## config.mk

```make
export PLATFORM = sky130hd
export DESIGN_NAME = failover_permission_policy
export DESIGN_NICKNAME = d
export VERILOG_FILES = /design/src/sv/fpp_pkg.sv /design/src/sv/fpp_cfg.sv /design/src/sv/fpp_in_stage.sv /design/src/sv/fpp_core.sv /design/src/sv/fpp_out_stage.sv /design/src/sv/failover_permission_policy.sv
export SDC_FILE = /design/constraint.sdc
export NUM_CORES = 1
export LEC_CHECK = 0
export BUFFER_PORTS_ARGS = -buffer_cell sky130_fd_sc_hd__clkbuf_2
export CAP_MARGIN = 20
export CORE_MARGIN = 3
export CORE_UTILIZATION = 40
export DETAILED_ROUTE_END_ITERATION = 8
export MAX_ROUTING_LAYER = met4
export PLACE_DENSITY = 0.66
export SLEW_MARGIN = 20
export SYNTH_ARGS = -nofsm -noshare
export SYNTH_HDL_FRONTEND = slang
export SYNTH_SLANG_ARGS = --single-unit
```

## constraint.sdc

```tcl
create_clock -name clk -period 7.35 [get_ports clk]
set_clock_uncertainty 0.15 [all_clocks]
set_input_delay 1.47 -clock clk [delete_from_list [all_inputs] [get_ports clk]]
set_output_delay 1.47 -clock clk [all_outputs]
set_load 0.02 [all_outputs]
```

## src/sv/fpp_pkg.sv

```systemverilog
`timescale 1ns / 1ps
`default_nettype none
// ----------------------------------------------------------------------------
// fpp_pkg
// Shared types and constants for the failover permission policy block.
// ----------------------------------------------------------------------------
package fpp_pkg;

  localparam int ID_BITS_DEF = 60;
  localparam int TIME_W      = 64;
  localparam int MS32_W      = 32;
  localparam int CFG_IDX_W   = 2;

  // Verdict codes of the policy checks
  typedef enum logic [3:0] {
    VERDICT_OK           = 4'd0,
    VERDICT_NO_ID        = 4'd1,
    VERDICT_ID_CHANGED   = 4'd2,
    VERDICT_LINK_UP      = 4'd3,
    VERDICT_LINK_UNKNOWN = 4'd4,
    VERDICT_STALE        = 4'd5,
    VERDICT_DWELL        = 4'd6,
    VERDICT_IGN_OFF      = 4'd7,
    VERDICT_IGN_UNKNOWN  = 4'd8
  } verdict_t;

  // Request kinds carried on tuser
  typedef enum logic {
    REQ_EVALUATE = 1'b0,
    REQ_ACK      = 1'b1
  } req_kind_t;

  // Configuration register indexes
  typedef enum logic [CFG_IDX_W-1:0] {
    CFG_FRESH_LIMIT   = 2'd0,
    CFG_DWELL_LIMIT   = 2'd1,
    CFG_IGN_REQUIRED  = 2'd2,
    CFG_IGN_UNKNOWN_OK = 2'd3
  } cfg_idx_t;

  typedef struct packed {
    logic [MS32_W-1:0] fresh_limit_ms;
    logic [MS32_W-1:0] dwell_limit_ms;
    logic              ignition_required;
    logic              ignition_unknown_ok;
  } cfg_t;

  // One request, identity travels beside it (its width is a parameter)
  typedef struct packed {
    req_kind_t         req_type;
    logic [TIME_W-1:0] now_ms;
    logic              id_known;
    logic              link_known;
    logic [MS32_W-1:0] link_age_ms;
    logic              link_up;
    logic              ign_known;
    logic              ign_on;
  } item_t;

  // Result, lowest field last so it packs into the low bits of tdata
  typedef struct packed {
    logic [MS32_W-1:0] revoke_total;
    logic [MS32_W-1:0] grant_total;
    logic [MS32_W-1:0] revoke_elapsed_ms;
    logic              revocation_waiting;
    logic              is_granted;
    verdict_t          verdict;
  } result_t;

  localparam int RES_BITS    = $bits(result_t);
  localparam int OUT_TDATA_W = ((RES_BITS + 7) / 8) * 8;

  // tdata bits of a request other than the identity
  localparam int IN_FIXED_BITS = TIME_W + MS32_W + 5;

endpackage

`default_nettype wire

```

## src/sv/fpp_cfg.sv

```systemverilog
`timescale 1ns / 1ps
`default_nettype none
// ----------------------------------------------------------------------------
// fpp_cfg
// Configuration register file, written through a plain write port.
// ----------------------------------------------------------------------------
module fpp_cfg
  import fpp_pkg::*;
(
  input  logic                 clk,
  input  logic                 rst,
  input  logic                 cfg_we,
  input  logic [CFG_IDX_W-1:0] cfg_index,
  input  logic [MS32_W-1:0]    cfg_data,
  output cfg_t                 cfg
);

  // Write the addressed register, reset to policy defaults
  always_ff @(posedge clk) begin
    if (rst) begin
      cfg.fresh_limit_ms      <= 32'd30000;
      cfg.dwell_limit_ms      <= 32'd60000;
      cfg.ignition_required   <= 1'b1;
      cfg.ignition_unknown_ok <= 1'b0;
    end else if (cfg_we) begin
      case (cfg_idx_t'(cfg_index))
        CFG_FRESH_LIMIT:    cfg.fresh_limit_ms      <= cfg_data;
        CFG_DWELL_LIMIT:    cfg.dwell_limit_ms      <= cfg_data;
        CFG_IGN_REQUIRED:   cfg.ignition_required   <= cfg_data[0];
        CFG_IGN_UNKNOWN_OK: cfg.ignition_unknown_ok <= cfg_data[0];
        default: ;
      endcase
    end
  end

endmodule

`default_nettype wire

```

## src/sv/fpp_in_stage.sv

```systemverilog
`timescale 1ns / 1ps
`default_nettype none
// ----------------------------------------------------------------------------
// fpp_in_stage
// Input register: holds one request until the policy stage takes it.
// ----------------------------------------------------------------------------
module fpp_in_stage
  import fpp_pkg::*;
#(
  parameter int ID_BITS = ID_BITS_DEF
) (
  input  logic               clk,
  input  logic               rst,
  input  logic               in_valid,
  output logic               in_ready,
  input  item_t              item_in,
  input  logic [ID_BITS-1:0] id_in,
  input  logic               advance,
  output logic               hold_valid,
  output item_t              item_q,
  output logic [ID_BITS-1:0] id_q
);

  // Take a new request when empty or when the held one moves on
  assign in_ready = !hold_valid || advance;

  always_ff @(posedge clk) begin
    if (rst) begin
      hold_valid <= 1'b0;
    end else if (in_ready) begin
      hold_valid <= in_valid;
    end
  end

  always_ff @(posedge clk) begin
    if (in_ready && in_valid) begin
      item_q <= item_in;
      id_q   <= id_in;
    end
  end

endmodule

`default_nettype wire

```

## src/sv/fpp_core.sv

```systemverilog
`timescale 1ns / 1ps
`default_nettype none
// ----------------------------------------------------------------------------
// fpp_core
// Policy state and the single-pass check chain for one request.
// ----------------------------------------------------------------------------
module fpp_core
  import fpp_pkg::*;
#(
  parameter int ID_BITS = ID_BITS_DEF
) (
  input  logic               clk,
  input  logic               rst,
  input  cfg_t               cfg,
  input  logic               step,
  input  item_t              item,
  input  logic [ID_BITS-1:0] id,
  output result_t            result
);

  logic               granted_flag, granted_flag_next;
  logic               pending_flag, pending_flag_next;
  logic [TIME_W-1:0]  revoked_time, revoked_time_next;
  logic [TIME_W-1:0]  down_start_time, down_start_time_next;
  logic [ID_BITS-1:0] held_identity, held_identity_next;
  logic [MS32_W-1:0]  grant_counter, grant_counter_next;
  logic [MS32_W-1:0]  revoke_counter, revoke_counter_next;

  verdict_t           verdict;
  logic [MS32_W-1:0]  elapsed;
  logic               revoke;
  logic [TIME_W-1:0]  since_revoke;
  logic [TIME_W-1:0]  down_span;
  logic               id_ok;
  logic               id_changed;

  // Time since revocation and continuous-down time; zero down start means not down
  assign since_revoke = (item.now_ms > revoked_time) ? item.now_ms - revoked_time : '0;
  assign down_span    = (down_start_time != '0 && item.now_ms > down_start_time)
                        ? item.now_ms - down_start_time : '0;
  assign id_ok        = item.id_known && (id != '0);
  assign id_changed   = (held_identity != '0) && (held_identity != id);

  // Run the check chain and form next state
  always_comb begin
    granted_flag_next    = granted_flag;
    pending_flag_next    = pending_flag;
    revoked_time_next    = revoked_time;
    down_start_time_next = down_start_time;
    held_identity_next   = held_identity;
    grant_counter_next   = grant_counter;
    revoke_counter_next  = revoke_counter;
    verdict              = VERDICT_OK;
    elapsed              = '0;
    revoke               = 1'b0;

    if (item.req_type == REQ_ACK) begin
      if (pending_flag) begin
        pending_flag_next = 1'b0;
        elapsed = (since_revoke[TIME_W-1:MS32_W] != '0) ? '1 : since_revoke[MS32_W-1:0];
      end
    end else if (!id_ok) begin
      verdict = VERDICT_NO_ID;
      revoke = 1'b1;
      down_start_time_next = '0;
    end else if (id_changed) begin
      verdict = VERDICT_ID_CHANGED;
      revoke = 1'b1;
      down_start_time_next = '0;
      held_identity_next = id;
    end else if (!item.link_known) begin
      verdict = VERDICT_LINK_UNKNOWN;
      revoke = 1'b1;
      down_start_time_next = '0;
    end else if (item.link_age_ms > cfg.fresh_limit_ms) begin
      verdict = VERDICT_STALE;
      revoke = 1'b1;
      down_start_time_next = '0;
    end else if (item.link_up) begin
      verdict = VERDICT_LINK_UP;
      revoke = 1'b1;
      down_start_time_next = '0;
    end else begin
      if (down_start_time == '0) begin
        down_start_time_next = item.now_ms;
      end
      if (down_span < {{(TIME_W-MS32_W){1'b0}}, cfg.dwell_limit_ms}) begin
        verdict = VERDICT_DWELL;
      end else if (cfg.ignition_required && !item.ign_known && !cfg.ignition_unknown_ok) begin
        verdict = VERDICT_IGN_UNKNOWN;
        revoke = 1'b1;
      end else if (cfg.ignition_required && item.ign_known && !item.ign_on) begin
        verdict = VERDICT_IGN_OFF;
        revoke = 1'b1;
      end else if (!granted_flag) begin
        granted_flag_next  = 1'b1;
        grant_counter_next = grant_counter + 32'd1;
        held_identity_next = id;
      end
    end

    // Withdraw a held grant and record when
    if (revoke && granted_flag) begin
      granted_flag_next   = 1'b0;
      pending_flag_next   = 1'b1;
      revoked_time_next   = item.now_ms;
      revoke_counter_next = revoke_counter + 32'd1;
    end
  end

  // Advance state once per request
  always_ff @(posedge clk) begin
    if (rst) begin
      granted_flag    <= 1'b0;
      pending_flag    <= 1'b0;
      revoked_time    <= '0;
      down_start_time <= '0;
      held_identity   <= '0;
      grant_counter   <= '0;
      revoke_counter  <= '0;
    end else if (step) begin
      granted_flag    <= granted_flag_next;
      pending_flag    <= pending_flag_next;
      revoked_time    <= revoked_time_next;
      down_start_time <= down_start_time_next;
      held_identity   <= held_identity_next;
      grant_counter   <= grant_counter_next;
      revoke_counter  <= revoke_counter_next;
    end
  end

  // Result fields show state after this request
  always_comb begin
    result.verdict            = verdict;
    result.is_granted         = granted_flag_next;
    result.revocation_waiting = pending_flag_next;
    result.revoke_elapsed_ms  = elapsed;
    result.grant_total        = grant_counter_next;
    result.revoke_total       = revoke_counter_next;
  end

endmodule

`default_nettype wire

```

## src/sv/fpp_out_stage.sv

```systemverilog
`timescale 1ns / 1ps
`default_nettype none
// ----------------------------------------------------------------------------
// fpp_out_stage
// Result register: holds one result until the downstream side takes it.
// ----------------------------------------------------------------------------
module fpp_out_stage
  import fpp_pkg::*;
(
  input  logic    clk,
  input  logic    rst,
  input  logic    hold_valid,
  input  result_t result,
  output logic    advance,
  output logic    out_valid,
  input  logic    out_ready,
  output result_t result_q
);

  // Move a request forward when the result slot is free or being drained
  assign advance = hold_valid && (!out_valid || out_ready);

  always_ff @(posedge clk) begin
    if (rst) begin
      out_valid <= 1'b0;
    end else if (advance) begin
      out_valid <= 1'b1;
    end else if (out_ready) begin
      out_valid <= 1'b0;
    end
  end

  always_ff @(posedge clk) begin
    if (advance) begin
      result_q <= result;
    end
  end

endmodule

`default_nettype wire

```

## src/sv/failover_permission_policy.sv

```systemverilog
`timescale 1ns / 1ps
`default_nettype none
// ----------------------------------------------------------------------------
// failover_permission_policy
// Grants or revokes backup-link takeover from identity, link and ignition
// status; acknowledges revocations with the elapsed time.
// ----------------------------------------------------------------------------
// Channel  | Dir | Handshake          | Content
// s_*      | in  | s_tvalid/s_tready  | tdata: request fields, tuser: request kind
// m_*      | out | m_tvalid/m_tready  | tdata: result fields
// cfg_*    | in  | cfg_we             | register index and write data
//
// One request per cycle while the result is not stalled; each passes through
// the input register, then the check chain into the result register.
// The longest path is the 64-bit down-time subtract and dwell compare.
// Reset is synchronous and clears policy state and configuration to defaults.
// A stalled result holds; one more request is taken into the input register.
// ----------------------------------------------------------------------------
module failover_permission_policy
  import fpp_pkg::*;
#(
  parameter int ID_BITS = ID_BITS_DEF,
  localparam int IN_BITS    = IN_FIXED_BITS + ID_BITS,
  localparam int IN_TDATA_W = ((IN_BITS + 7) / 8) * 8
) (
  input  logic                   clk,
  input  logic                   rst,
  input  logic                   s_tvalid,
  output logic                   s_tready,
  // now_ms[63:0], id_known, id_value[ID_BITS], link_known, link_age_ms[32],
  // link_up, ign_known, ign_on, zero pad
  input  logic [IN_TDATA_W-1:0]  s_tdata,
  // req_type
  input  logic                   s_tuser,
  output logic                   m_tvalid,
  input  logic                   m_tready,
  // verdict[4], is_granted, revocation_waiting, revoke_elapsed_ms[32],
  // grant_total[32], revoke_total[32], zero pad
  output logic [OUT_TDATA_W-1:0] m_tdata,
  input  logic                   cfg_we,
  input  logic [CFG_IDX_W-1:0]   cfg_index,
  input  logic [MS32_W-1:0]      cfg_data
);

  localparam int ID_LO   = TIME_W + 1;
  localparam int LINK_LO = ID_LO + ID_BITS;

  cfg_t               cfg;
  item_t              item_in;
  item_t              item_q;
  logic [ID_BITS-1:0] id_in;
  logic [ID_BITS-1:0] id_q;
  logic               hold_valid;
  logic               advance;
  result_t            result;
  result_t            result_q;

  // Unpack the request
  always_comb begin
    item_in.req_type    = req_kind_t'(s_tuser);
    item_in.now_ms      = s_tdata[TIME_W-1:0];
    item_in.id_known    = s_tdata[TIME_W];
    item_in.link_known  = s_tdata[LINK_LO];
    item_in.link_age_ms = s_tdata[LINK_LO+1 +: MS32_W];
    item_in.link_up     = s_tdata[LINK_LO+1+MS32_W];
    item_in.ign_known   = s_tdata[LINK_LO+2+MS32_W];
    item_in.ign_on      = s_tdata[LINK_LO+3+MS32_W];
  end
  assign id_in = s_tdata[ID_LO +: ID_BITS];

  fpp_cfg u_cfg (
    .clk       (clk),
    .rst       (rst),
    .cfg_we    (cfg_we),
    .cfg_index (cfg_index),
    .cfg_data  (cfg_data),
    .cfg       (cfg)
  );

  fpp_in_stage #(.ID_BITS(ID_BITS)) u_in (
    .clk        (clk),
    .rst        (rst),
    .in_valid   (s_tvalid),
    .in_ready   (s_tready),
    .item_in    (item_in),
    .id_in      (id_in),
    .advance    (advance),
    .hold_valid (hold_valid),
    .item_q     (item_q),
    .id_q       (id_q)
  );

  fpp_core #(.ID_BITS(ID_BITS)) u_core (
    .clk    (clk),
    .rst    (rst),
    .cfg    (cfg),
    .step   (advance),
    .item   (item_q),
    .id     (id_q),
    .result (result)
  );

  fpp_out_stage u_out (
    .clk        (clk),
    .rst        (rst),
    .hold_valid (hold_valid),
    .result     (result),
    .advance    (advance),
    .out_valid  (m_tvalid),
    .out_ready  (m_tready),
    .result_q   (result_q)
  );

  // Pack the result, zero filled to whole bytes
  assign m_tdata = {{(OUT_TDATA_W-RES_BITS){1'b0}}, result_q};

endmodule

`default_nettype wire

```

Word-level counts from Yosys, hierarchy flattened:

Cells that the tools add are included.

* input bits: 208
* output and inout port bits: 106
* logic and storage cells: 148
* bits in registers: 586

* order comparisons: 4
* bitwise logic cells: 3
* reduce and logical (&&, ||, !) cells: 36
* add/subtract/negate cells: 4
* muxes and demuxes: 59
* eq/ne operators: 11

Operator list (number)
* 64-bit two-way mux: 8
* 60-bit two-way mux: 8
* 32-bit two-way mux: 12
* 64-bit > comparator: 2
* 64-bit subtractor: 2
* 60-bit nonzero test: 2
* 32-bit by 1-bit adder with 32-bit output, second input constant: 2
* 64-bit zero test: 1
* 64-bit by 32-bit < comparator with 1-bit output: 1
* 64-bit nonzero test: 1
* 60-bit != test: 1
* 32-bit > comparator: 1
* 32-bit nonzero test: 1
* 1-bit two-way mux: 24
* 3-bit two-way mux: 5
* 2-bit AND reduction: 6
* 1-bit logical AND: 10
* 2-bit by 1-bit != test with 1-bit output, second input constant: 5
* 10-bit AND reduction: 1
* 7-bit OR reduction: 1
* 6-bit != test, second input constant: 1
* 1-bit zero test: 5
* 2-bit equality test, second input constant: 2
* 4-bit two-way mux: 1
* other kinds (10): 14

Depth between registers and ports, before layout:

Gate-level depths: netlist of run 1.

* depth after elaboration: 13
* depth in mapped cells: 29
* depth with buffers taken out: 27

Cells and area by module:

A second synthesis of run 1 with hierarchy kept.

* cell total of the unflattened synthesis: 3847
* area total of the unflattened synthesis: 34469.3 sq um

Modules (own cells, without submodules)
* fpp_core: cells each 3305, instances 1, area each 23645.2 sq um, sequential area each 5084.9 sq um
* fpp_in_stage: cells each 167, instances 1, area each 4919.7 sq um, sequential area each 4884.7 sq um
* fpp_out_stage: cells each 107, instances 1, area each 3118.0 sq um, sequential area each 3083.0 sq um
* fpp_cfg: cells each 265, instances 1, area each 2767.7 sq um, sequential area each 1321.3 sq um
* failover_permission_policy: cells each 3, instances 1, area each 18.8 sq um, sequential area each 0.0 sq um

Least setup slack after synthesis of run 1:

OpenSTA, ideal clock, no wires.

* kind: register -> register
* start point: register u_in.item_q[70] (netlist name)
* end point: register u_out.result_q[51] (netlist name)
* cell stages (with the launch flop): 25
* buffers on the path: 4
* period minus slack after synthesis: 6311 ps
* setup time: 259 ps
* setup slack: 1039 ps
* required time: 6941 ps
* arrival: 5902 ps
* path through: edfxtp_1 ha_1 clkbuf_1 nand4_1 nor4_1 nand2_1 or4_1 o311ai_0 a21o_1 clkbuf_1 nor2_1 ha_1 nand4_1 nor3_1 nand2_1 or4_1 a2111oi_0 nor4_1 and4_1 and4_1 a31oi_1 clkbuf_1 buf_1 nand4_1 xnor2_1

Final worst setup path of run 1:

* start point: register u_core.down_start_time[10]
* end point: register u_core.revoke_counter[12]

* word-level cells in the longest chain between the ends: 13
* elaborated cells on any way between the ends: 15
* those cells by class: add/sub (1); order compare (2); mux (9); reduce/logical (3)

RTL lines
* start, declared: RTL line fpp_core.sv:24 `logic [TIME_W-1:0] down_start_time, down_start_time_next;`
* start signal, assigned: RTL line fpp_core.sv:125 `down_start_time <= down_start_time_next;`
* 64-bit > comparator / 64-bit nonzero test (equally long branches): RTL line fpp_core.sv:39 `assign down_span = (down_start_time != '0 && item.now_ms > down_start_time)`
* 1-bit logical AND: RTL line fpp_core.sv:39
* 64-bit two-way mux (*): RTL line fpp_core.sv:40 `? item.now_ms - down_start_time : '0;`
* 64-bit by 32-bit < comparator with 1-bit output (*): RTL line fpp_core.sv:87 `if (down_span < {{(TIME_W-MS32_W){1'b0}}, cfg.dwell_limit_ms}) begin`
* 1-bit two-way mux (*): RTL line fpp_core.sv:87
* 1-bit two-way mux (*): RTL line fpp_core.sv:79 `end else if (item.link_up) begin`
* 1-bit two-way mux (*): RTL line fpp_core.sv:75 `end else if (item.link_age_ms > cfg.fresh_limit_ms) begin`
* 1-bit two-way mux (*): RTL line fpp_core.sv:71 `end else if (!item.link_known) begin`
* 1-bit two-way mux (*): RTL line fpp_core.sv:66 `end else if (id_changed) begin`
* 1-bit two-way mux (*): RTL line fpp_core.sv:62 `end else if (!id_ok) begin`
* 1-bit two-way mux (*): RTL line fpp_core.sv:57 `if (item.req_type == REQ_ACK) begin`
* 1-bit logical AND (*): RTL line fpp_core.sv:103 `if (revoke && granted_flag) begin`
* 32-bit two-way mux (*): RTL line fpp_core.sv:103
* end signal, assigned: RTL line fpp_core.sv:128 `revoke_counter <= revoke_counter_next;`
* end, declared: RTL line fpp_core.sv:27 `logic [MS32_W-1:0] revoke_counter, revoke_counter_next;`

Every way passes the cells marked *; elsewhere a longest branch is shown, timed or not.
A chain may end at the register's enable or synchronous reset.

==> flow_metrics.py, run 1 <==
metrics = {
    "synthesis": {
        "ys_warn_count": 0,
        "synth_ff_type": "dfxtp_1",
        "syn_avg_cell_area_sq_um": 8.79,
        "ys_seq_elements": 586,
        "synth-async-reset-ratio_pct": 0,
        "synth_edf_count": 264,
        "yosysSeqAreaShare_pct": 43.3,
        "yosysUniqueCellTypes": 86,
        "synthCells": 3775,
        "synth_area_sq_mm": 0.0332,
    },
    "timing": {
        "fin_crit_sh_pct": 93.9,
        "hold_violations": 0,
        "setup_tns_ns": 0,
        "fmax_mhz": 145,
        "rsz0062_at_grt": "false",
        "drv_slew": 0,
        "timing.slew.headroom_pct": 27.7,
        "finalCriticalPeriod_ns": 6.90,
        "worstMarginPinSlew_ns": 1.06,
        "setup_violations": 0,
    },
    "run": {
        "cap_violations": 0,
    },
    "global_routing": {
        "grt_pass1_wl_microns": 155000,
        "grt_max_degree": 163,
        "grt-ovfl-total": 0,
        "grt_usage_pct": 23.3,
        "antenna_found_initial": 5,
        "grt_pass1_vias": 27100,
    },
    "clock_tree": {
        "numCtsBuffers": 67,
        "clkSinkCount": 586,
        "root_buffer": "clkbuf_16",
        "cts_tree": "built",
        "h-tree-depth": 3,
        "clkLatencyLatePin_ns": 0.63,
        "clkTransAtPathRegs_ns": 0.06,
        "clock_path_buffers": 3,
        "cts_setup_buffers": 0,
    },
    "worst_setup_path": {
        "crit_top_cell": "or4_1",
        "critPathLaunchType": "flip-flop",
        "crit_arrival_ns": 7.30,
        "cp_slowest_stage_delay_ns": 0.65,
        "worstReg2RegStart": "u_core.down_start_time[10]",
        "r2r_end": "u_core.revoke_counter[12]",
        "cp_data_required_time_ns": 7.75,
        "worstSetupPathType": "flip-flop to flip-flop",
        "r2r_slack_ns": 0.45,
        "crit_chain": "inv_1 -> ha_1 -> and4_1 -> nand2_1 -> or4_1 -> or4_1 -> o311ai_0 -> a21o_2 -> nor2_1 -> ha_1 -> nand4_1 -> nor3_1 -> nand2_1 -> or4_1 -> a2111oi_0 -> nor4_1 -> and4_1 -> and4_1 -> a21boi_1 -> buf_4 -> nor2_2 -> buf_12 -> or4_1 -> a21oi_1",
        "end_kind": "flip-flop",
        "cpMaxStageDelayCell": "or4_1",
        "worstPathMaxFanout": 26,
        "rr_worst_depth": 24,
    },
    "layout": {
        "layout-drive-gt1-share_pct": 14.2,
        "final_util_pct": 47.4,
        "synthToLayoutAreaGrowth_pct": 16.1,
        "fillCellCount": 7827,
        "final_net_count": 4470,
    },
    "worst_hold_path": {
        "whs_endpoint": "u_core.revoked_time[48]",
        "hold_start": "u_core.revoked_time[48]",
        "hp-class": "flip-flop to flip-flop",
        "hold_depth": 2,
    },
    "pwr": {
        "powerDensity_mw_per_mm2": 212,
        "ir_drop_mv": 0.169,
        "p_leak_nw": 14.2,
    },
    "die": {
        "num_rows": 104,
        "core_area_sq_mm": 0.0813,
        "initial_core_util_pct": 40.8,
        "dieArea_sq_mm": 0.0865,
        "die_h_microns": 294,
        "die_x_microns": 294,
        "ios": 314,
    },
    "drt": {
        "wire_per_inst_microns": 19.3,
        "drt-met1-wl_microns": 45800,
        "highest_layer": "met4",
        "ant_nets": 0,
        "via_count": 28600,
        "drc_errors": 0,
        "dr_wl_met3_microns": 5340,
        "drt-total-wl_microns": 100000,
        "viasPerCell": 5.51,
        "firstDrtPassIters": 5,
        "dr.first_iter.drc_count": 2451,
        "wl_met2_microns": 47300,
    },
    "place": {
        "hpwlAfterDp_microns": 77100,
        "place_congestion": 0.963,
        "port_buffers": 304,
    },
    "run_status": {
        "outcome": "completed",
    },
}
-- critical path: cells and delay by family (launching register included) --
kind	cells	cell delay, ns
adders and majority gates	2	0.72
AOI/OAI and AO/OA	5	1.24
and+or+nand+nor	14	3.67
buffers and inverters	3	0.45
DFF	1	0.57
-- report_power, final --
part	total, W	internal (W)	switching [W]
Clock	0.00338	0.00194	0.00144
Combinational	0.00116	0.000445	0.000718
Sequential	0.00362	0.00353	0.0000951
Total	0.00816	0.00591	0.00225
-- logic make-up after synthesis --
logic type	after synthesis	synth area share [%]
flip-flops	586	43.3
AND/OR/NAND/NOR	1347	18.9
buffers and inverters	426	4.96
XOR/XNOR	240	6.33
multiplexers	78	2.39
other	1	0.0113
AO/OA/AOI/OAI	902	16.7
adder cells (fa/ha/maj)	195	7.40
-- stage by stage --
stage	power, W	setup WS, ns	instance area [sq um]	std cells	hold slack (ns)
final	0.00816	0.447	38500	5188	0.304
after global routing	0.00851	0.124	38500	5186	0.316
after CTS	0.00824	0.400	38500	5181	0.305
after detailed placement	0.00484	0.434	36300	5058	0.297
after global placement	0.00483	0.481	36300	5058	0.294
after floorplan	0.00442	1.04	33200	3776	0.286
-- synthesized netlist by cell type, types with 21 or more instances --
library cell  number  area, sq um
inv_1            236          886
nand4_1           97          607
mux2i_1           67          671
o21a_1            25          188
ha_1             193         2410
edfxtp_1         264         7930
nand3_1          147          736
a211oi_1          23          173
o21ai_0          142          711
xor2_1            80          701
nor2b_1           21          131
o21bai_1          22          165
a21oi_1          436         2180
a21o_1            65          488
xnor2_1          160         1400
clkbuf_1         163          612
and3_1            49          307
dfxtp_1          322         6450
nor3_1            44          220
nor2_1           282         1060
nor4_1            70          438
or3_1             27          169
nand2_1          518         1940
-- worst max-delay path by stage --
stage / start / slack [ns] / to / depth (start not counted)
after global routing: u_in.item_q[92] / 0.12 / u_core.revoke_counter[12] / 24
final: u_core.down_start_time[10] / 0.45 / u_core.revoke_counter[12] / 24
after CTS: u_in.item_q[80] / 0.40 / u_core.revoked_time[34] / 24
after detailed placement: u_in.item_q[80] / 0.43 / u_core.revoked_time[34] / 24
after global placement: u_in.item_q[80] / 0.48 / u_out.result_q[71] / 25
after floorplan: u_in.item_q[70] / 1.04 / u_out.result_q[51] / 24
-- flip-flops by register name, summed over array words and instances (netlist names), 32 cells and up --
register and count:
u_core.revoked_time 64, u_core.grant_counter 32, u_cfg.cfg 66, u_core.held_identity 60
u_core.down_start_time 64, u_core.revoke_counter 32, u_in.id_q 60, u_out.result_q 102
u_in.item_q 102
-- cell type report --
cell class	instances	area [sq um]	share of cell area (%)
multi-input cells	2764	17300	44.8
flip-flops and latches	586	14400	37.3
repair buffers	411	2450	6.35
clock buffers	83	1790	4.65
well taps	1060	1330	3.44
inverters	237	895	2.32
clock inverters	40	425	1.10
diodes	7	17.5	0.0455
-- repair_timing --
| action | in CTS | in global routing |
|---|---|---|
| gates resized for setup | 0 | 4 |
| endpoints found under the setup margin | 0 | 90 |
| hold buffers | 0 | 0 |
-- per-layer routing --
layer / global-route usage, % / vias to the layer above
met5: - / -
met4: 6.01 / 0
met3: 2.67 / 115
met2: 37.7 / 798
met1: 31.2 / 13600
li1: - / 14100
-- cells in the final DEF (no fill, tap or decap), drive strengths merged, types with 9 or more instances in the layout --
cell	netlist	final
nand2	518	518
a21oi	438	438
clkbuf	164	386
dfxtp	322	322
nor2	282	282
edfxtp	264	264
inv	237	240
ha	193	193
xnor2	160	160
nand3	147	147
o21ai	144	144
buf	25	108
nand4	97	97
xor2	80	80
nor4	71	71
mux2i	67	67
a21o	65	65
and3	50	50
nor3	44	44
or3	27	27
o21a	25	25
clkinv	0	24
a211oi	23	23
o21bai	22	22
nor2b	21	21
a211o	20	20
o31ai	20	20
nand2b	17	17
and2	17	17
a2111oi	17	17
o211ai	16	16
nand3b	15	15
a31oi	15	15
a21boi	12	12
mux2	11	11
and4	10	10
or4	10	10
a21bo	9	9
(Power assumes the default switching activity.)
==> inputs of run 2 (changes only) <==
ABC_AREA = 1   (was unset)
BUFFER_PORTS_ARGS = -buffer_cell sky130_fd_sc_hd__buf_2   (was -buffer_cell sky130_fd_sc_hd__clkbuf_2)
PLACE_DENSITY = 0.65   (was 0.66)
==> run 2 against run 1 <==
  * Fmax grew 17%
  * Clock power increased by 1%
  * Combinational power is 39% higher
  * Cell count increased by 16%
  * Critical path depth up 7
  * Sequential power increased by 2%
  * Power is 6.9% higher
  * Non-clock buffer count shrank 88
  * Die area grew 4.3%
  * Via count up 7.4%
==> flow_metrics.py, run 2 <==
metrics = {
    "run_status": {
        "outcome": "completed",
    },
    "timing": {
        "hold_violations": 0,
        "setup_tns_ns": 0,
        "fin_crit_sh_pct": 79.9,
        "whs_ns": 0.300,
        "rsz0062_at_grt": "false",
        "drv_slew": 0,
        "setup_violations": 0,
        "timing.slew.headroom_pct": 26.2,
        "worstMarginPinSlew_ns": 1.10,
        "finalCriticalPeriod_ns": 5.88,
        "fmax_mhz": 170,
    },
    "clock_tree": {
        "cts_hold_buf": 0,
        "clkSinkCount": 586,
        "h-tree-depth": 3,
        "clock_path_buffers": 3,
        "cts_setup_buffers": 0,
        "numCtsBuffers": 70,
        "post_cts_resize_count": 0,
        "cts_tree": "built",
        "clkLatencyLatePin_ns": 0.65,
        "clkTransAtPathRegs_ns": 0.06,
        "root_buffer": "clkbuf_16",
    },
    "drt": {
        "ant_nets": 0,
        "viasPerCell": 5.11,
        "firstDrtPassIters": 6,
        "drc_errors": 0,
        "drt-total-wl_microns": 102000,
        "dr.first_iter.drc_count": 2241,
        "wire_per_inst_microns": 16.9,
        "via_count": 30700,
    },
    "place": {
        "place_area_sq_mm": 0.0371,
        "hpwlAfterDp_microns": 78100,
        "port_buffers": 304,
        "place_congestion": 0.966,
    },
    "synthesis": {
        "synth_xor_area_share_pct": 3.84,
        "ys_seq_elements": 586,
        "yosysUniqueCellTypes": 54,
        "synth_edf_count": 264,
        "syn_avg_cell_area_sq_um": 7.63,
        "synth_common_cells": "nand2_1, inv_1, a21oi_1",
        "synth_top_area_cell": "edfxtp_1",
        "synthAdderAreaFrac_pct": 7.09,
        "yosysMostFrequentCell": "nand2_1",
        "synth_top_family_by_area": "simple AND/OR/NAND/NOR gates",
        "synthCells": 4540,
        "synthMuxAreaShare_pct": 0,
        "yosys.area.top_type_share_pct": 22.9,
        "synth_compound_area_share_pct": 16.1,
        "synth-simple-area-share_pct": 22.2,
        "synth_ff_type": "dfxtp_1",
        "synth_area_sq_mm": 0.0346,
        "synth-async-reset-ratio_pct": 0,
        "synthTopCellsByArea": "edfxtp_1, dfxtp_1, nand2_1, a21oi_1, inv_1",
        "ys_warn_count": 0,
        "yosysSeqAreaShare_pct": 41.5,
    },
    "worst_setup_path": {
        "worstPathMaxFanout": 97,
        "rr_worst_depth": 31,
        "r2r_slack_ns": 1.47,
        "path_buf_inv": 5,
        "r2r_end": "u_core.revoked_time[1]",
        "crit_top_cell": "nand2_1",
        "worstReg2RegStart": "u_in.item_q[37]",
        "critPathLaunchType": "flip-flop",
        "cp_top_family": "simple AND/OR/NAND/NOR gates",
        "cp_data_required_time_ns": 7.71,
        "cp.depth": 31,
        "critPathLaunch": "u_in.item_q[37]",
        "cp_slowest_stage_delay_ns": 0.41,
        "end_kind": "flip-flop",
        "crit_arrival_ns": 6.24,
        "cpMaxStageDelayCell": "edfxtp_1",
        "worstSetupPathType": "flip-flop to flip-flop",
    },
    "layout": {
        "fillCellCount": 8649,
        "final_cell_mix": "nand2_1, inv_1, a21oi_1",
        "mostFrequentLayoutCell": "nand2_1",
        "final_util_pct": 46.1,
        "final_net_count": 5199,
        "top_regs": "u_in.item_q (102), u_out.result_q (102), u_cfg.cfg (66)",
        "multiInputGateArea_sq_mm": 0.0171,
        "seqCellArea_sq_mm": 0.0144,
        "layout-drive-gt1-share_pct": 10.3,
        "synthToLayoutAreaGrowth_pct": 13.9,
        "post-route-cell-area_sq_mm": 0.0394,
    },
    "pwr": {
        "switching_power_w": 0.00263,
        "p_int_w": 0.00609,
        "ir_drop_mv": 0.221,
        "power_frac_seq_pct": 42.4,
        "swShare_pct": 30.2,
        "pwr-share-comb_pct": 18.4,
        "powerDensity_mw_per_mm2": 221,
        "p_leak_nw": 16.7,
        "clkPwrFrac_pct": 39.2,
    },
    "global_routing": {
        "grt_usage_pct": 22.7,
        "grt-ovfl-total": 0,
        "antenna_found_initial": 9,
        "grt_pass1_vias": 29300,
        "grt_max_degree": 98,
        "grt_pass1_wl_microns": 158000,
    },
    "die": {
        "core_area_sq_mm": 0.0855,
        "die_h_microns": 300,
        "initial_core_util_pct": 40.5,
        "dieArea_sq_mm": 0.0901,
        "die_x_microns": 300,
        "ios": 314,
        "num_rows": 107,
    },
    "worst_hold_path": {
        "hold_start": "u_cfg.cfg[0]",
        "hold_depth": 2,
        "whs_endpoint": "u_cfg.cfg[0]",
        "hp-class": "flip-flop to flip-flop",
    },
    "run": {
        "cap_violations": 0,
    },
}
## run 2: layout make-up
class                   count  share of cell area, %
multi-input cells        3137                   43.3
flip-flops and latches    586                   36.5
inverters                 678                   6.49
clock buffers              92                   4.76
repair buffers            323                   4.30
well taps                1144                   3.63
clock inverters            37                   1.03
diodes                      7                 0.0444
## run 2: routing by layer
layer,GRT usage (%),vias to the layer above,wire (microns)
met1,29.6,14100,46300
met5,-,-,0
met4,6.83,0,2840
met2,36.7,756,47600
li1,-,15700,-
met3,3.02,146,4810
## run 2: cell families (layout without fill, tap and decap cells)
| logic type | after synthesis | count (layout) |
|---|---|---|
| flip-flops | 586 | 586 |
| adder cells (fa/ha/maj) | 195 | 195 |
| XOR/XNOR | 152 | 152 |
| other | 1 | 9 |
| buffers and inverters | 818 | 1130 |
| AO/OA/AOI/OAI | 1013 | 1013 |
| AND/OR/NAND/NOR | 1775 | 1775 |
## run 2: power by group through the flow
stage / clock network (W) / registers [W] / logic, W
5_1_grt: 0.00364 / 0.00372 / 0.00181
2_1_floorplan: 0 / 0.00377 / 0.00115
4_1_cts: 0.00351 / 0.00370 / 0.00160
6_report: 0.00342 / 0.00370 / 0.00161
3_3_place_gp: 0 / 0.00377 / 0.00158
3_5_place_dp: 0 / 0.00377 / 0.00159
## run 2: stage by stage
stage,total power (W),worst slack (ns),cells
floorplan,0.00492,1.72,4541
global route,0.00917,0.773,6004
detailed placement,0.00536,1.51,5868
global placement,0.00534,1.55,5868
CTS,0.00881,1.48,5997
finish,0.00873,1.47,6004
## run 2: worst min-delay path, stage by stage, from the launching register on
cell,delay (ns)
dfxtp_1,0.31
inv_1,0.05
a21oi_1,0.05
## run 2: how the worst max path moves through the flow
stage                               to  slack (ns)
2_1_floorplan             u_in.id_q[0]        1.72
3_3_place_gp   u_core.revoked_time[22]        1.55
3_5_place_dp    u_core.revoked_time[1]        1.51
4_1_cts         u_core.revoked_time[1]        1.48
5_1_grt         u_core.revoked_time[7]        0.77
6_report        u_core.revoked_time[1]        1.47
